## config.mk

```make
export PLATFORM = sky130hd
export DESIGN_NAME = brqt_ctrl
export DESIGN_NICKNAME = d
export VERILOG_FILES = /design/src/brqt_pkg.sv /design/src/brqt_ctrl.sv
export SDC_FILE = /design/constraint.sdc
export NUM_CORES = 1
export LEC_CHECK = 0
export BUFFER_PORTS_ARGS = -buffer_cell sky130_fd_sc_hd__clkbuf_2
export CAP_MARGIN = 15
export CORE_UTILIZATION = 59
export CTS_CLUSTER_DIAMETER = 100
export DETAILED_ROUTE_END_ITERATION = 10
export GPL_TIMING_DRIVEN = 0
export PLACE_DENSITY = 0.89
export RECOVER_POWER = 100
export SLEW_MARGIN = 20
export SYNTH_ARGS = -nofsm -noshare
export SYNTH_HDL_FRONTEND = slang
export SYNTH_SLANG_ARGS = --single-unit
```

## constraint.sdc

```tcl
create_clock -name clk_i -period 4.6 [get_ports clk_i]
set_input_delay 0.69 -clock clk_i [delete_from_list [all_inputs] [get_ports clk_i]]
set_output_delay 0.69 -clock clk_i [all_outputs]
set_load 0.01 [all_outputs]
```

## src/brqt_pkg.sv

```systemverilog
// Package for the 1-bit bitmap quarter-turn rotator.
// Beat types, register/opcode/mode codes and frame store geometry; no dependencies.
package brqt_pkg;

  localparam int MaxRows = 64;
  localparam int MaxCols = 64;
  localparam int RowW    = $clog2(MaxRows);
  localparam int ColW    = $clog2(MaxCols);
  localparam int AddrW   = RowW + ColW;
  localparam int Depth   = 1 << AddrW;
  localparam int DimW    = 7;
  localparam int CfgIdxW = 2;

  typedef enum logic {
    OP_LOAD = 1'b0,
    OP_EMIT = 1'b1
  } op_e;

  typedef enum logic [1:0] {
    MODE_LEFT  = 2'd0,
    MODE_RIGHT = 2'd1,
    MODE_PASS  = 2'd2
  } mode_e;

  typedef enum logic [CfgIdxW-1:0] {
    REG_ROWS = 2'd0,
    REG_COLS = 2'd1,
    REG_MODE = 2'd2
  } reg_e;

  typedef struct packed {
    logic opcode;
    logic pixel_in;
  } in_t;

  typedef struct packed {
    logic pixel_out;
    logic frame_last;
  } out_t;

  // frame store access from the controller
  typedef struct packed {
    logic             we;
    logic [AddrW-1:0] waddr;
    logic             wdata;
    logic             re;
    logic [AddrW-1:0] raddr;
  } mem_req_t;

  // dimension register -> effective size minus one (0 counts as 1, saturates at max)
  function automatic logic [RowW-1:0] row_m1(input logic [DimW-1:0] v);
    logic [DimW-1:0] r;
    r = v;
    if (v == '0) r = DimW'(1);
    else if (v > DimW'(MaxRows)) r = DimW'(MaxRows);
    return RowW'(r - DimW'(1));
  endfunction

  function automatic logic [ColW-1:0] col_m1(input logic [DimW-1:0] v);
    logic [DimW-1:0] r;
    r = v;
    if (v == '0) r = DimW'(1);
    else if (v > DimW'(MaxCols)) r = DimW'(MaxCols);
    return ColW'(r - DimW'(1));
  endfunction

endpackage

```

## src/brqt_ctrl.sv

```systemverilog
// Controller: config registers, load/emit counters, rotated address and output valid.
// Depends on brqt_pkg.
module brqt_ctrl (
  input  logic                        clk_i,
  input  logic                        rst_ni,
  input  logic                        in_valid_i,
  output logic                        in_ready_o,
  input  brqt_pkg::in_t               in_data_i,
  output logic                        out_valid_o,
  input  logic                        out_ready_i,
  output logic                        out_last_o,
  input  logic                        cfg_valid_i,
  input  logic [brqt_pkg::CfgIdxW-1:0] cfg_index_i,
  input  logic [brqt_pkg::DimW-1:0]   cfg_data_i,
  output brqt_pkg::mem_req_t          mem_req_o,
  output logic                        frame_ready_o
);
  import brqt_pkg::*;

  logic [DimW-1:0] rows_q, rows_d, cols_q, cols_d;
  logic [1:0]      mode_q, mode_d;
  logic [RowW-1:0] ld_row_q, ld_row_d;
  logic [ColW-1:0] ld_col_q, ld_col_d;
  logic [ColW-1:0] em_row_q, em_row_d;   // output rows span up to MaxCols
  logic [RowW-1:0] em_col_q, em_col_d;
  logic            ready_q, ready_d;
  logic            oval_q, oval_d;
  logic            olast_q, olast_d;

  logic [RowW-1:0] r_m1;
  logic [ColW-1:0] c_m1;
  logic [RowW-1:0] sr;
  logic [ColW-1:0] sc;
  logic [ColW-1:0] orow_m1;   // compared against emit row/col (both 6 bits here)
  logic [RowW-1:0] ocol_m1;
  logic            in_fire, rotated, em_last, ld_last, ld_first;

  // a config write owns the cycle, so the input beat waits
  assign in_ready_o = (!oval_q || out_ready_i) && !cfg_valid_i;
  assign in_fire    = in_valid_i && in_ready_o;
  assign r_m1       = row_m1(rows_q);
  assign c_m1       = col_m1(cols_q);
  assign rotated    = (mode_q == MODE_LEFT) || (mode_q == MODE_RIGHT);

  always_comb begin
    case (mode_q)
      MODE_LEFT: begin
        sr = RowW'(em_col_q);
        sc = c_m1 - ColW'(em_row_q);
      end
      MODE_RIGHT: begin
        sr = r_m1 - RowW'(em_col_q);
        sc = ColW'(em_row_q);
      end
      default: begin
        sr = RowW'(em_row_q);
        sc = ColW'(em_col_q);
      end
    endcase
    orow_m1 = rotated ? c_m1 : ColW'(r_m1);
    ocol_m1 = rotated ? RowW'(r_m1) : RowW'(c_m1);
  end

  assign em_last  = (em_row_q == orow_m1) && (em_col_q == ocol_m1);
  assign ld_first = (ld_row_q == '0) && (ld_col_q == '0);
  assign ld_last  = (ld_row_q == r_m1) && (ld_col_q == c_m1);

  always_comb begin
    rows_d   = rows_q;
    cols_d   = cols_q;
    mode_d   = mode_q;
    ld_row_d = ld_row_q;
    ld_col_d = ld_col_q;
    em_row_d = em_row_q;
    em_col_d = em_col_q;
    ready_d  = ready_q;
    oval_d   = oval_q && !out_ready_i;
    olast_d  = olast_q;
    mem_req_o = '0;
    mem_req_o.waddr = {ld_row_q, ld_col_q};
    mem_req_o.wdata = in_data_i.pixel_in;
    mem_req_o.raddr = {sr, sc};

    if (cfg_valid_i) begin
      case (reg_e'(cfg_index_i))
        REG_ROWS, REG_COLS: begin
          if (reg_e'(cfg_index_i) == REG_ROWS) rows_d = cfg_data_i;
          else                                 cols_d = cfg_data_i;
          ld_row_d = '0;
          ld_col_d = '0;
          ready_d  = 1'b0;
          em_row_d = '0;
          em_col_d = '0;
        end
        REG_MODE: begin
          mode_d   = cfg_data_i[1:0];
          em_row_d = '0;
          em_col_d = '0;
        end
        default: ;
      endcase
    end else if (in_fire) begin
      if (op_e'(in_data_i.opcode) == OP_LOAD) begin
        mem_req_o.we = 1'b1;
        if (ld_first) begin
          ready_d  = 1'b0;
          em_row_d = '0;
          em_col_d = '0;
        end
        if (ld_last) begin
          ld_row_d = '0;
          ld_col_d = '0;
          ready_d  = 1'b1;
        end else if (ld_col_q == c_m1) begin
          ld_col_d = '0;
          ld_row_d = ld_row_q + RowW'(1);
        end else begin
          ld_col_d = ld_col_q + ColW'(1);
        end
      end else if (ready_q) begin
        mem_req_o.re = 1'b1;
        oval_d  = 1'b1;
        olast_d = em_last;
        if (em_last) begin
          em_row_d = '0;
          em_col_d = '0;
        end else if (em_col_q == ocol_m1) begin
          em_col_d = '0;
          em_row_d = em_row_q + ColW'(1);
        end else begin
          em_col_d = em_col_q + RowW'(1);
        end
      end
    end
  end

  always_ff @(posedge clk_i or negedge rst_ni) begin
    if (!rst_ni) begin
      rows_q   <= DimW'(1);
      cols_q   <= DimW'(1);
      mode_q   <= MODE_LEFT;
      ld_row_q <= '0;
      ld_col_q <= '0;
      em_row_q <= '0;
      em_col_q <= '0;
      ready_q  <= 1'b0;
      oval_q   <= 1'b0;
    end else begin
      rows_q   <= rows_d;
      cols_q   <= cols_d;
      mode_q   <= mode_d;
      ld_row_q <= ld_row_d;
      ld_col_q <= ld_col_d;
      em_row_q <= em_row_d;
      em_col_q <= em_col_d;
      ready_q  <= ready_d;
      oval_q   <= oval_d;
    end
  end

  always_ff @(posedge clk_i) begin
    olast_q <= olast_d;
  end

  assign out_valid_o   = oval_q;
  assign out_last_o    = olast_q;
  assign frame_ready_o = ready_q;

endmodule

```

Word level (Yosys, flattened, before mapping)
Index checks and enable logic that the tools add are counted.
{"block": "word_totals", "register_bits": 43, "input_bits": 16, "output_inout_bits": 31, "word_cells": 116}
{"block": "classes", "add_sub_neg": 8, "order_cmp": 2, "eq_ne": 12, "n_mux": 50, "bitwise_logic": 2, "n_reduce_logical": 32}
{"operator": "$mux 6", "count": 31}
{"operator": "$add 6x1->6 const B", "count": 4}
{"operator": "$eq 6x6->1", "count": 4}
{"operator": "$pmux 6 s2", "count": 2}
{"operator": "$mux 1", "count": 17}
{"operator": "$reduce_and 4->1", "count": 4}
{"operator": "$gt 7x7->1 const B", "count": 2}
{"operator": "$logic_not 7->1", "count": 2}
{"operator": "$logic_not 6->1", "count": 2}
{"operator": "$sub 6x1->6 const B", "count": 2}
{"operator": "$sub 6x6->6", "count": 2}
{"operator": "$reduce_and 3->1", "count": 3}
{"operator": "$reduce_bool 3->1", "count": 3}
{"operator": "$logic_and 1x1->1", "count": 6}
{"operator": "$reduce_and 5->1", "count": 1}
{"operator": "$eq 2x1->1 const B", "count": 2}
{"operator": "$logic_not 2->1", "count": 2}
{"operator": "$ne 2x1->1 const B", "count": 2}
{"operator": "$ne 4x1->1 const B", "count": 1}
{"operator": "$logic_not 1->1", "count": 3}
{"operator": "$ne 3x1->1 const B", "count": 1}
{"operator": "$reduce_or 3->1", "count": 1}
{"operator": "$eq 2x2->1 const B", "count": 1}
{"operator": "$logic_or 1x1->1", "count": 2}
{"operator": "other kinds (5)", "count": 6}

Longest topological paths before layout
Gate-level depths: netlist of the first run.
{"block": "depth", "word_depth": 12, "mapped_depth": 16, "depth_no_buf": 15}

Worst setup path before layout of the first run
OpenSTA, ideal clock, no wires.
{"block": "synth_path", "path_type": "reg2out", "start": "register cols_q[2]", "end": "output mem_req_o[5] in the netlist's numbering", "arrival_ns": 3.296, "required_ns": 3.910, "setup_slack_ns": 0.614, "stages_incl_launch_ff": 17, "n_path_buf": 1, "cell_sequence": "dfrtp_1 buf_4 nor3_2 a21o_1 and2_1 inv_1 ha_1 inv_1 ha_1 nor2b_1 o21ai_0 a21boi_0 o21a_1 or4_1 a21oi_1 xnor2_1 mux2i_1"}
{"item": "from (decl)", "line": "brqt_ctrl.sv:20", "text": "logic [DimW-1:0] rows_q, rows_d, cols_q, cols_d;"}
{"item": "from (signal assigned)", "line": "brqt_ctrl.sv:140", "text": "cols_q <= DimW'(1);"}
{"item": "from (signal assigned)", "line": "brqt_ctrl.sv:150", "text": "cols_q <= cols_d;"}
{"item": "to (decl)", "line": "brqt_ctrl.sv:15", "text": "output brqt_pkg::mem_req_t mem_req_o,"}

==> results of run 1 <==
cell families after synthesis:
group | after synthesis
fa+ha+maj | 20
mux | 26
xor+xnor | 27
flops | 43
buf+inv | 55
simple gates | 149
compound gates | 116
where the power goes:
group	total, uW	internal [uW]	leakage [uW]	switching, uW
sequential	472	413	0.000559	58.6
clock	279	137	0.0000505	142
combinational	787	339	0.00116	447
total	1540	889	0.00177	648
layer usage:
| layer | part of all wire | routed length [um] |
|---|---|---|
| met3 | 0.10 | 1058 |
| met4 | 0.035 | 361 |
| met5 | 0 | 0 |
| met2 | 0.47 | 4887 |
| met1 | 0.40 | 4133 |
state kept, by name (all words and copies together), names as in the netlist:
signal         count
out_last_o         1
mode_q             2
ld_row_q           6
ld_col_q           6
frame_ready_o      1
em_row_q           6
cols_q             7
out_valid_o        1
rows_q             7
em_col_q           6
worst max path at each step:
stage,from,end,slack (ns),cells past startpoint
final,cols_q[2],mem_req_o[5],0.07,17
after global routing,cols_q[2],mem_req_o[5],-0.02,17
after CTS,rows_q[2],mem_req_o[11],0.02,15
after detailed placement,cols_q[2],mem_req_o[5],0.003,17
after global placement,cols_q[2],mem_req_o[5],0.06,17
after floorplan,cols_q[2],mem_req_o[5],0.61,16
layout make-up:
class / instances / share of cell area
clock buffer: 7 / 0.02322
sequential: 43 / 0.2618
multi-input combinational: 338 / 0.5875
buffer: 19 / 0.02141
timing repair buffer: 46 / 0.04916
tap: 75 / 0.02262
inverter: 36 / 0.03257
clock inverter: 1 / 0.001809
critical path, delay by kind of cell (launching register included):
| kind | cells | cell delay (ns) |
|---|---|---|
| buffers and inverters | 4 | 0.44 |
| flip-flops | 1 | 0.37 |
| XOR/XNOR | 1 | 0.10 |
| multiplexers | 1 | 0.20 |
| AND/OR/NAND/NOR | 4 | 1.06 |
| AO/OA/AOI/OAI | 5 | 0.80 |
| adder cells (fa/ha/maj) | 2 | 0.56 |
stage by stage:
| step | utilization | hold slack (ns) | TNS, ns | setup WS, ns |
|---|---|---|---|---|
| final | 0.6926 | 0.5796 | 0 | 0.06534 |
| after global routing | 0.6926 | 0.6180 | -0.01846 | -0.01846 |
| after CTS | 0.6988 | 0.5775 | 0 | 0.02444 |
| after detailed placement | 0.6725 | 0.5558 | 0 | 0.003054 |
| after global placement | 0.6725 | 0.5366 | 0 | 0.05956 |
| after floorplan | - | 0.3944 | 0 | 0.6139 |
cell usage in the layout (no fill, tap or decap), types with 16 or more instances in the layout:
master    netlist  layout
nand2_1        45      45
o21ai_0        29      27
xnor2_1        22      20
mux2_2         16      16
clkbuf_1       11      39
inv_1          34      34
dfrtp_1        40      38
a21oi_1        21      21
nand3_1        16      17
nor2_1         32      32
timing repair:
action / 4_1_cts / 5_1_grt
pin swaps: 0 / 6
gates resized for setup: 9 / 12
setup endpoints to repair: 2 / 2
hold buffers: 0 / 0
buffers inserted: 0 / 3
==> flow_metrics.py, run 1 <==
metrics = {
    "worst_setup_path": {
        "max_stage_delay_ns": 0.50,
        "crit_fanout": 10,
        "worst_ep_arrival_time_ns": 3.84,
        "crit_chain": "buf_4, nor3_4, a21o_1, and2_4, inv_1, ha_4, inv_1, ha_1, nor2b_1, o21ai_2, a21boi_1, o21a_1, or4_4, a21oi_2, xnor2_1, mux2i_1, buf_2",
        "r2r-start": "rows_q[3]",
        "cp_slowest_cell": "or4_4",
        "reg2reg_slack_ns": 0.47,
        "r2r_end": "em_row_q[3]",
        "startpoint_type": "flop",
        "crit_path_end_kind": "output port",
        "crit_top_cell": "inv_1",
        "crit_type": "reg -> out",
        "r2r_cells": 12,
        "required_ns": 3.91,
    },
    "clock_tree": {
        "path_clk_slew_ns": 0.09,
        "insertion_delay_ns": 0.31,
        "clk_path_buf_depth": 2,
        "htree_levels": 2,
        "cts_tree": "yes",
        "clock-root-buffer": "clkbuf_8",
        "clock-sinks": 43,
        "cts-buffers-inserted": 5,
    },
    "grt": {
        "use_met2": 0.5342,
        "track_usage": 0.3339,
        "antenna_found_initial": 0,
        "gr-usage-met1": 0.4326,
        "grt_pass1_vias": 3446,
        "grt_pass1_wl_mm": 16.76,
        "grtUsageMet3": 0.06292,
        "grt_max_degree": 43,
        "overflow": 0,
        "busiest_layer": "met2",
    },
    "routing": {
        "dr_total_vias": 3715,
        "first_pass_iters": 5,
        "drc_errors": 0,
        "drtIter0Drc": 345,
        "post_drt_via_cell_ratio": 6.575,
        "wl_mm": 10.44,
        "wl_per_cell_um": 18.48,
        "ant_nets": 0,
    },
    "final_layout": {
        "antennaDiodeCount": 0,
        "nets": 525,
        "n_fill_cell": 488,
        "final_cell_area_mm2": 0.004149,
        "multi_input_area_mm2": 0.002437,
        "stdcell_count": 565,
        "drive_gt1_frac": 0.1571,
        "ff_latch_area_mm2": 0.001086,
        "area_growth_pct": 11.54,
    },
    "synth": {
        "syn-instance-count": 436,
        "synthAdderAreaFrac": 0.07131,
        "yosys-mux-area-fraction": 0.07669,
        "synth_top_family_by_area": "compound AO/OA/AOI/OAI gates",
        "ys.flop_type": "dfrtp_1",
        "synth_area_leaders": "dfrtp_1 27%, ha_1 6.1%, xnor2_1 5.2%, mux2_2 4.8%, nand2_1 4.5%",
        "synthSimpleGateAreaFrac": 0.2133,
        "async_reset_ff_frac": 0.9767,
        "synth.most_common_cell": "nand2_1",
        "synth_edf_count": 1,
        "synth_warnings": 0,
        "synth_fp_nets": 472,
        "syn_area_mm2": 0.003720,
        "synth_compound_area_frac": 0.2233,
        "synth_area_per_cell_um2": 8.532,
        "synth_xor_area_frac": 0.06357,
        "synth_seq_cells": 43,
        "synth.top_cell.area_share": 0.2691,
        "ys_seq_area_frac": 0.2913,
        "yosysTopAreaCell": "dfrtp_1",
        "synth.distinct_cells": 74,
        "synth_common_cells": "45 x nand2_1, 40 x dfrtp_1, 34 x inv_1",
    },
    "floorplan": {
        "chipWidth_um": 81.40,
        "start_util": 0.6209,
        "coreArea_mm2": 0.005991,
        "dieArea_mm2": 0.006626,
        "die_y_um": 81.40,
        "rows": 28,
        "design.portCount": 47,
    },
    "power_and_ir_drop": {
        "finalPower_uw": 1538,
        "power.density_mw_per_mm2": 370.6,
        "p_leak_uw": 0.001772,
        "ir_drop_uv": 202.5,
    },
    "run_status": {
        "outcome": "complete, but fails checks",
        "violations": "max-capacitance violations, max-slew violations",
    },
    "flow_run": {
        "max_cap_viol_count": 1,
    },
    "sta": {
        "setup_viol": 0,
        "period_minus_slack_ns": 4.535,
        "slew_headroom": -0.4839,
        "period_share": 0.9858,
        "skew_ns": 0.01180,
        "finalHoldViolCount": 0,
        "slew_violations": 43,
        "worst_pin_slew_ns": 2.226,
        "maxClockFrequency_ghz": 0.2205,
    },
    "placed_design": {
        "port_buffers": 43,
        "dp_hpwl_mm": 7.468,
        "place_inst": 554,
        "place_area_mm2": 0.004029,
        "gp_congestion": 0.9533,
    },
    "min_path": {
        "worstHoldEndpoint": "out_valid_o",
        "worstHoldStart": "out_valid_o",
        "hp-class": "reg -> reg",
        "hold_path_depth": 2,
    },
}
No activity file was read; power rests on OpenSTA's default activity.
==> run 2, diff against run 1 <==
--- a/config.mk
+++ b/config.mk
@@ -13,6 +13,7 @@
 export GPL_TIMING_DRIVEN = 0
 export PLACE_DENSITY = 0.89
 export RECOVER_POWER = 100
+export REMOVE_ABC_BUFFERS = 1
 export SLEW_MARGIN = 20
 export SYNTH_ARGS = -nofsm -noshare
 export SYNTH_HDL_FRONTEND = slang
==> run 2 against run 1 <==
Compared with the run above:
- the flow still finishes with violations (max-capacitance violations, max-slew violations)
- flip-flop and latch count did not move
- global-route usage shrank 1.8 points
- worst hold slack lost 0.016 ns
- final cell count is 3.5% lower
- total power down 2.0%
- clock power is 8.2% higher
- utilization fell by 1.8 points
- combinational power decreased by 12%
- clock-buffer cell count decreased by 1
- fmax is 1.8% higher
==> flow_metrics.py, run 2 (synthesized netlist as in run 1, its figures left out) <==
metrics = {
    "run_status": {
        "outcome": "complete, but fails checks",
        "violations": "max-capacitance violations, max-slew violations",
    },
    "floorplan": {
        "chipWidth_um": 81.40,
        "design.portCount": 47,
        "coreArea_mm2": 0.005991,
        "start_util": 0.6209,
        "dieArea_mm2": 0.006626,
        "rows": 28,
        "die_y_um": 81.40,
    },
    "placed_design": {
        "place_worst_setup_slack_ns": -0.03186,
        "dp_hpwl_mm": 7.097,
        "gp_congestion": 0.9431,
        "port_buffers": 44,
    },
    "clock_tree": {
        "path_clk_slew_ns": 0.08,
        "clock-sinks": 43,
        "clock-root-buffer": "clkbuf_8",
        "htree_levels": 2,
        "insertion_delay_ns": 0.31,
        "clk_path_buf_depth": 2,
        "cts_tree": "yes",
        "postCtsHoldBufs": 0,
        "cts-buffers-inserted": 5,
    },
    "min_path": {
        "hp-class": "reg -> reg",
        "hold_path_depth": 2,
        "worstHoldStart": "out_valid_o",
        "worstHoldEndpoint": "out_valid_o",
    },
    "final_layout": {
        "layout_commonest_cell": "nand2_1",
        "area_growth_pct": 8.645,
        "nets": 505,
        "post-route-util": 0.6746,
        "top_regs": "cols_q (7), rows_q (7)",
        "final_cell_mix": "45 x nand2_1, 36 x dfrtp_1, 34 x inv_1",
        "n_fill_cell": 471,
        "drive_gt1_frac": 0.1468,
        "antennaDiodeCount": 0,
    },
    "routing": {
        "post_drt_via_cell_ratio": 6.508,
        "dr_total_vias": 3547,
        "drc_errors": 0,
        "wl_per_cell_um": 18.03,
        "wl_mm": 9.829,
        "ant_nets": 0,
        "drtIter0Drc": 312,
        "first_pass_iters": 5,
    },
    "worst_setup_path": {
        "reg2reg_slack_ns": 0.35,
        "r2r_cells": 12,
        "critPathLaunch": "cols_q[4]",
        "r2r-start": "rows_q[2]",
        "crit_path_end_kind": "output port",
        "worst_ep_arrival_time_ns": 3.76,
        "r2r_end": "em_row_q[3]",
        "required_ns": 3.91,
        "crit_type": "reg -> out",
        "startpoint_type": "flop",
        "crit_fanout": 7,
    },
    "grt": {
        "overflow": 0,
        "grt_max_degree": 43,
        "track_usage": 0.3155,
        "grt_pass1_vias": 3338,
        "grt_pass1_wl_mm": 15.97,
        "antenna_found_initial": 0,
    },
    "sta": {
        "skew_ns": 0.01920,
        "finalSetupTns_ns": 0,
        "whs_ns": 0.5637,
        "slew_headroom": -0.5249,
        "worst_slack_ns": 0.1471,
        "setup_viol": 0,
        "maxClockFrequency_ghz": 0.2246,
        "period_minus_slack_ns": 4.453,
        "worst_pin_slew_ns": 2.287,
        "period_share": 0.9680,
        "finalHoldViolCount": 0,
        "slew_violations": 43,
    },
    "power_and_ir_drop": {
        "p_comb_frac": 0.458,
        "switching_share": 0.4118,
        "pwr-share-clk": 0.201,
        "p_leak_uw": 0.001718,
        "power_switching_uw": 620.4,
        "power.density_mw_per_mm2": 372.8,
        "intPower_uw": 886.1,
        "seq_power_share": 0.341,
        "ir_drop_uv": 259.4,
    },
    "flow_run": {
        "max_cap_viol_count": 1,
    },
}
run 2: changes by cell type in the layout (fill, tap and decap cells not counted), moves of 2 or more:
cell      change
buf_2         -3
buf_4         -6
clkbuf_1     -11
clkbuf_2      +2
clkbuf_8      -2
dfrtp_1       -2
dfrtp_2       +2
run 2: what timing repair did:
| action | CTS | global route |
|---|---|---|
| setup endpoints to repair | 2 | 2 |
| buffers inserted | 1 | 0 |
| gates resized for setup | 9 | 9 |
| pin swaps | 1 | 0 |
run 2: final cells by class:
type	instances	area [um2]	area share
clock buffers	6	72.57	0.01796
flip-flops and latches	43	1089	0.2693
clock inverters	2	37.54	0.009288
well taps	75	93.84	0.02322
multi-input cells	338	2420	0.5988
repair buffers	45	193.9	0.04799
inverters	36	135.1	0.03344
run 2: how the worst max path moves through the flow:
stage,depth (start not counted),endpoint
6_report,16,mem_req_o[5]
5_1_grt,16,mem_req_o[5]
4_1_cts,16,mem_req_o[5]
3_5_place_dp,16,mem_req_o[5]
3_3_place_gp,16,mem_req_o[5]
2_1_floorplan,15,mem_req_o[5]
run 2: worst max-delay path: stages, from the launching register on:
cell and delay (ns):
dfrtp_2 0.47, nor3_4 0.21, a21o_1 0.15, and2_2 0.19
inv_1 0.08, ha_4 0.19, xnor2_4 0.23, inv_1 0.07
ha_1 0.32, o21ai_1 0.13, a21boi_1 0.12, o21a_1 0.21
or4_1 0.49, a21oi_2 0.16, xnor2_1 0.08, mux2i_1 0.19
clkbuf_2 0.17
run 2: through the flow:
stage,cell area (um2),std cells,total power [uW]
3_5_place_dp,3944,536,1168
5_1_grt,4041,545,1589
2_1_floorplan,3630,417,982.3
4_1_cts,4105,545,1497
3_3_place_gp,3944,536,1133
6_report,4041,545,1507
run 2: layer usage:
| metal | GRT usage | up-vias | part of all wire |
|---|---|---|---|
| met5 | 0 | - | 0 |
| met1 | 0.4106 | 1666 | 0.41 |
| met4 | 0.1286 | 0 | 0.025 |
| li1 | - | 1631 | - |
| met3 | 0.05730 | 37 | 0.085 |
| met2 | 0.5133 | 213 | 0.48 |
run 2: power by group through the flow:
stage / logic [uW] / clock network (uW) / registers, uW
after floorplan: 497 / 0 / 485
after global placement: 629 / 0 / 505
after detailed placement: 658 / 0 / 510
after CTS: 686 / 304 / 506
after global routing: 751 / 317 / 521
final: 690 / 302 / 514
==> run 3, diff against run 2 <==
==> constraint.sdc (replaced) <==
create_clock -name clk_i -period 5.1 [get_ports clk_i]
set_input_delay 0.765 -clock clk_i [delete_from_list [all_inputs] [get_ports clk_i]]
set_output_delay 0.765 -clock clk_i [all_outputs]
set_load 0.01 [all_outputs]
==> run 3 against run 2 <==
Compared with the run above:
- critical path depth is the same
- largest cell class unchanged
- die area is the same
- clock skew is 0.0026 ns lower
- sequential power decreased by 11%
- global-route usage fell by 0.37 points
- final cell count decreased by 0.18%
- critical endpoint unchanged
- highest routed layer unchanged
- the run still ends with max-capacitance violations, max-slew violations left
==> flow_metrics.py, run 3 (synthesized netlist as in run 1, its figures left out) <==
metrics = {
    "run_status": {
        "outcome": "complete, but fails checks",
        "violations": "max-capacitance violations, max-slew violations",
    },
    "clock_tree": {
        "cts_setup_buffers": 0,
        "cts-buffers-inserted": 5,
        "htree_levels": 2,
        "cts_tree": "yes",
        "ctsResizeCount": 0,
        "clock-sinks": 43,
        "insertion_delay_ns": 0.31,
        "postCtsHoldBufs": 0,
        "path_clk_slew_ns": 0.08,
        "clock-root-buffer": "clkbuf_8",
        "clk_path_buf_depth": 2,
    },
    "worst_setup_path": {
        "path_delay_family": "simple AND/OR/NAND/NOR gates",
        "crit_type": "reg -> out",
        "crit_path_end_kind": "output port",
        "startpoint_type": "flop",
        "required_ns": 4.34,
        "cp_slowest_cell": "dfrtp_2",
        "crit_top_cell": "inv_1",
        "crit_chain": "nor3_4, a21o_1, and2_1, inv_1, ha_2, inv_1, ha_1, nor2b_1, o21ai_0, a21boi_0, o21a_1, or4_1, a21oi_1, xnor2_1, mux2i_1, clkbuf_2",
        "worst-path-buf-inv": 3,
        "crit_fanout": 10,
        "worst_ep_arrival_time_ns": 4.12,
        "max_stage_delay_ns": 0.48,
    },
    "routing": {
        "post_drt_via_cell_ratio": 6.417,
        "drc_errors": 0,
        "dr_total_vias": 3491,
        "wl_mm": 9.702,
        "drtIter0Drc": 310,
        "ant_nets": 0,
        "first_pass_iters": 5,
        "wl_per_cell_um": 17.83,
    },
    "flow_run": {
        "max_cap_viol_count": 1,
    },
    "floorplan": {
        "die_y_um": 81.40,
        "dieArea_mm2": 0.006626,
        "design.portCount": 47,
        "start_util": 0.6209,
        "chipWidth_um": 81.40,
        "rows": 28,
        "coreArea_mm2": 0.005991,
    },
    "placed_design": {
        "place_worst_setup_slack_ns": 0.3931,
        "port_buffers": 44,
        "gp_congestion": 0.9431,
        "place_area_mm2": 0.003944,
        "dp_hpwl_mm": 7.097,
    },
    "sta": {
        "worst_slack_ns": 0.2193,
        "slew_headroom": -0.5423,
        "setup_viol": 0,
        "worst_pin_slew_ns": 2.313,
        "skew_ns": 0.01660,
        "rsz0062_at_grt": "false",
        "slew_violations": 43,
        "maxClockFrequency_ghz": 0.2049,
        "period_share": 0.9570,
        "finalHoldViolCount": 0,
        "period_minus_slack_ns": 4.881,
        "finalSetupTns_ns": 0,
    },
    "final_layout": {
        "drive_gt1_frac": 0.1322,
        "layout_commonest_cell": "nand2_1",
        "ff_latch_area_mm2": 0.001086,
        "final_cell_mix": "45 x nand2_1, 38 x dfrtp_1, 34 x inv_1",
        "nets": 504,
        "top_regs": "cols_q (7), rows_q (7)",
        "area_growth_pct": 7.064,
        "final_cell_area_mm2": 0.003983,
        "multi_input_area_mm2": 0.002370,
        "antennaDiodeCount": 0,
        "n_fill_cell": 483,
        "post-route-util": 0.6648,
    },
    "power_and_ir_drop": {
        "ir_drop_uv": 229.6,
        "power.density_mw_per_mm2": 333.4,
        "p_leak_uw": 0.001706,
    },
    "grt": {
        "antenna_found_initial": 0,
        "grt_max_degree": 43,
        "grt_pass1_wl_mm": 15.75,
        "busiest_layer": "met2",
        "grtUsageMet3": 0.05730,
        "gr-usage-met1": 0.4072,
        "use_met2": 0.5042,
        "overflow": 0,
        "grt_pass1_vias": 3296,
        "track_usage": 0.3118,
    },
    "min_path": {
        "hp-class": "reg -> reg",
    },
}
[run 3: where the power goes]
part | internal [uW] | leakage [uW] | switching [uW] | total (uW)
Combinational | 261 | 0.00110 | 334 | 595
Clock | 146 | 0.0000514 | 128 | 274
Sequential | 372 | 0.000559 | 86.1 | 458
Total | 779 | 0.00171 | 548 | 1330
[run 3: per-stage QoR]
| step | std cells | hold slack (ns) | total power [uW] |
|---|---|---|---|
| after floorplan | 417 | 0.4694 | 886.0 |
| after global placement | 536 | 0.5282 | 1022 |
| after detailed placement | 536 | 0.5441 | 1053 |
| after CTS | 544 | 0.5681 | 1327 |
| after global routing | 544 | 0.6051 | 1399 |
| final | 544 | 0.5580 | 1328 |
[run 3: cell type report]
cell class	count	share of cell area
flip-flops and latches	43	0.2727
multi-input cells	338	0.5950
clock buffers	6	0.01822
inverters	36	0.03393
well taps	75	0.02356
clock inverters	2	0.009425
repair buffers	44	0.04713
[run 3: path summary, 6_finish.rpt]
check | start | end | slack, ns | cells after the start
max | cols_q[2] | mem_req_o[5] | 0.22 | 16
min | out_valid_o | out_valid_o | 0.56 | 2
max reg2reg | rows_q[2] | em_row_q[3] | 0.69 | 12
min reg2reg | out_valid_o | out_valid_o | 0.56 | 2
max in group asynchronous | rst_ni | mode_q[1] | 2.46 | 1
min in group asynchronous | rst_ni | rows_q[5] | 1.15 | 1
[run 3: tightest hold or removal path, stage by stage, from the launching register on]
cell      delay [ns]
dfrtp_1         0.35
nand2b_1        0.10
nand2_1         0.07
[run 3: layer usage]
metal,vias up,part of all wire,wire length (um)
met3,40,0.086,830
met4,0,0.028,276
met2,203,0.47,4532
li1,1619,-,-
met5,-,0,0
met1,1629,0.42,4062
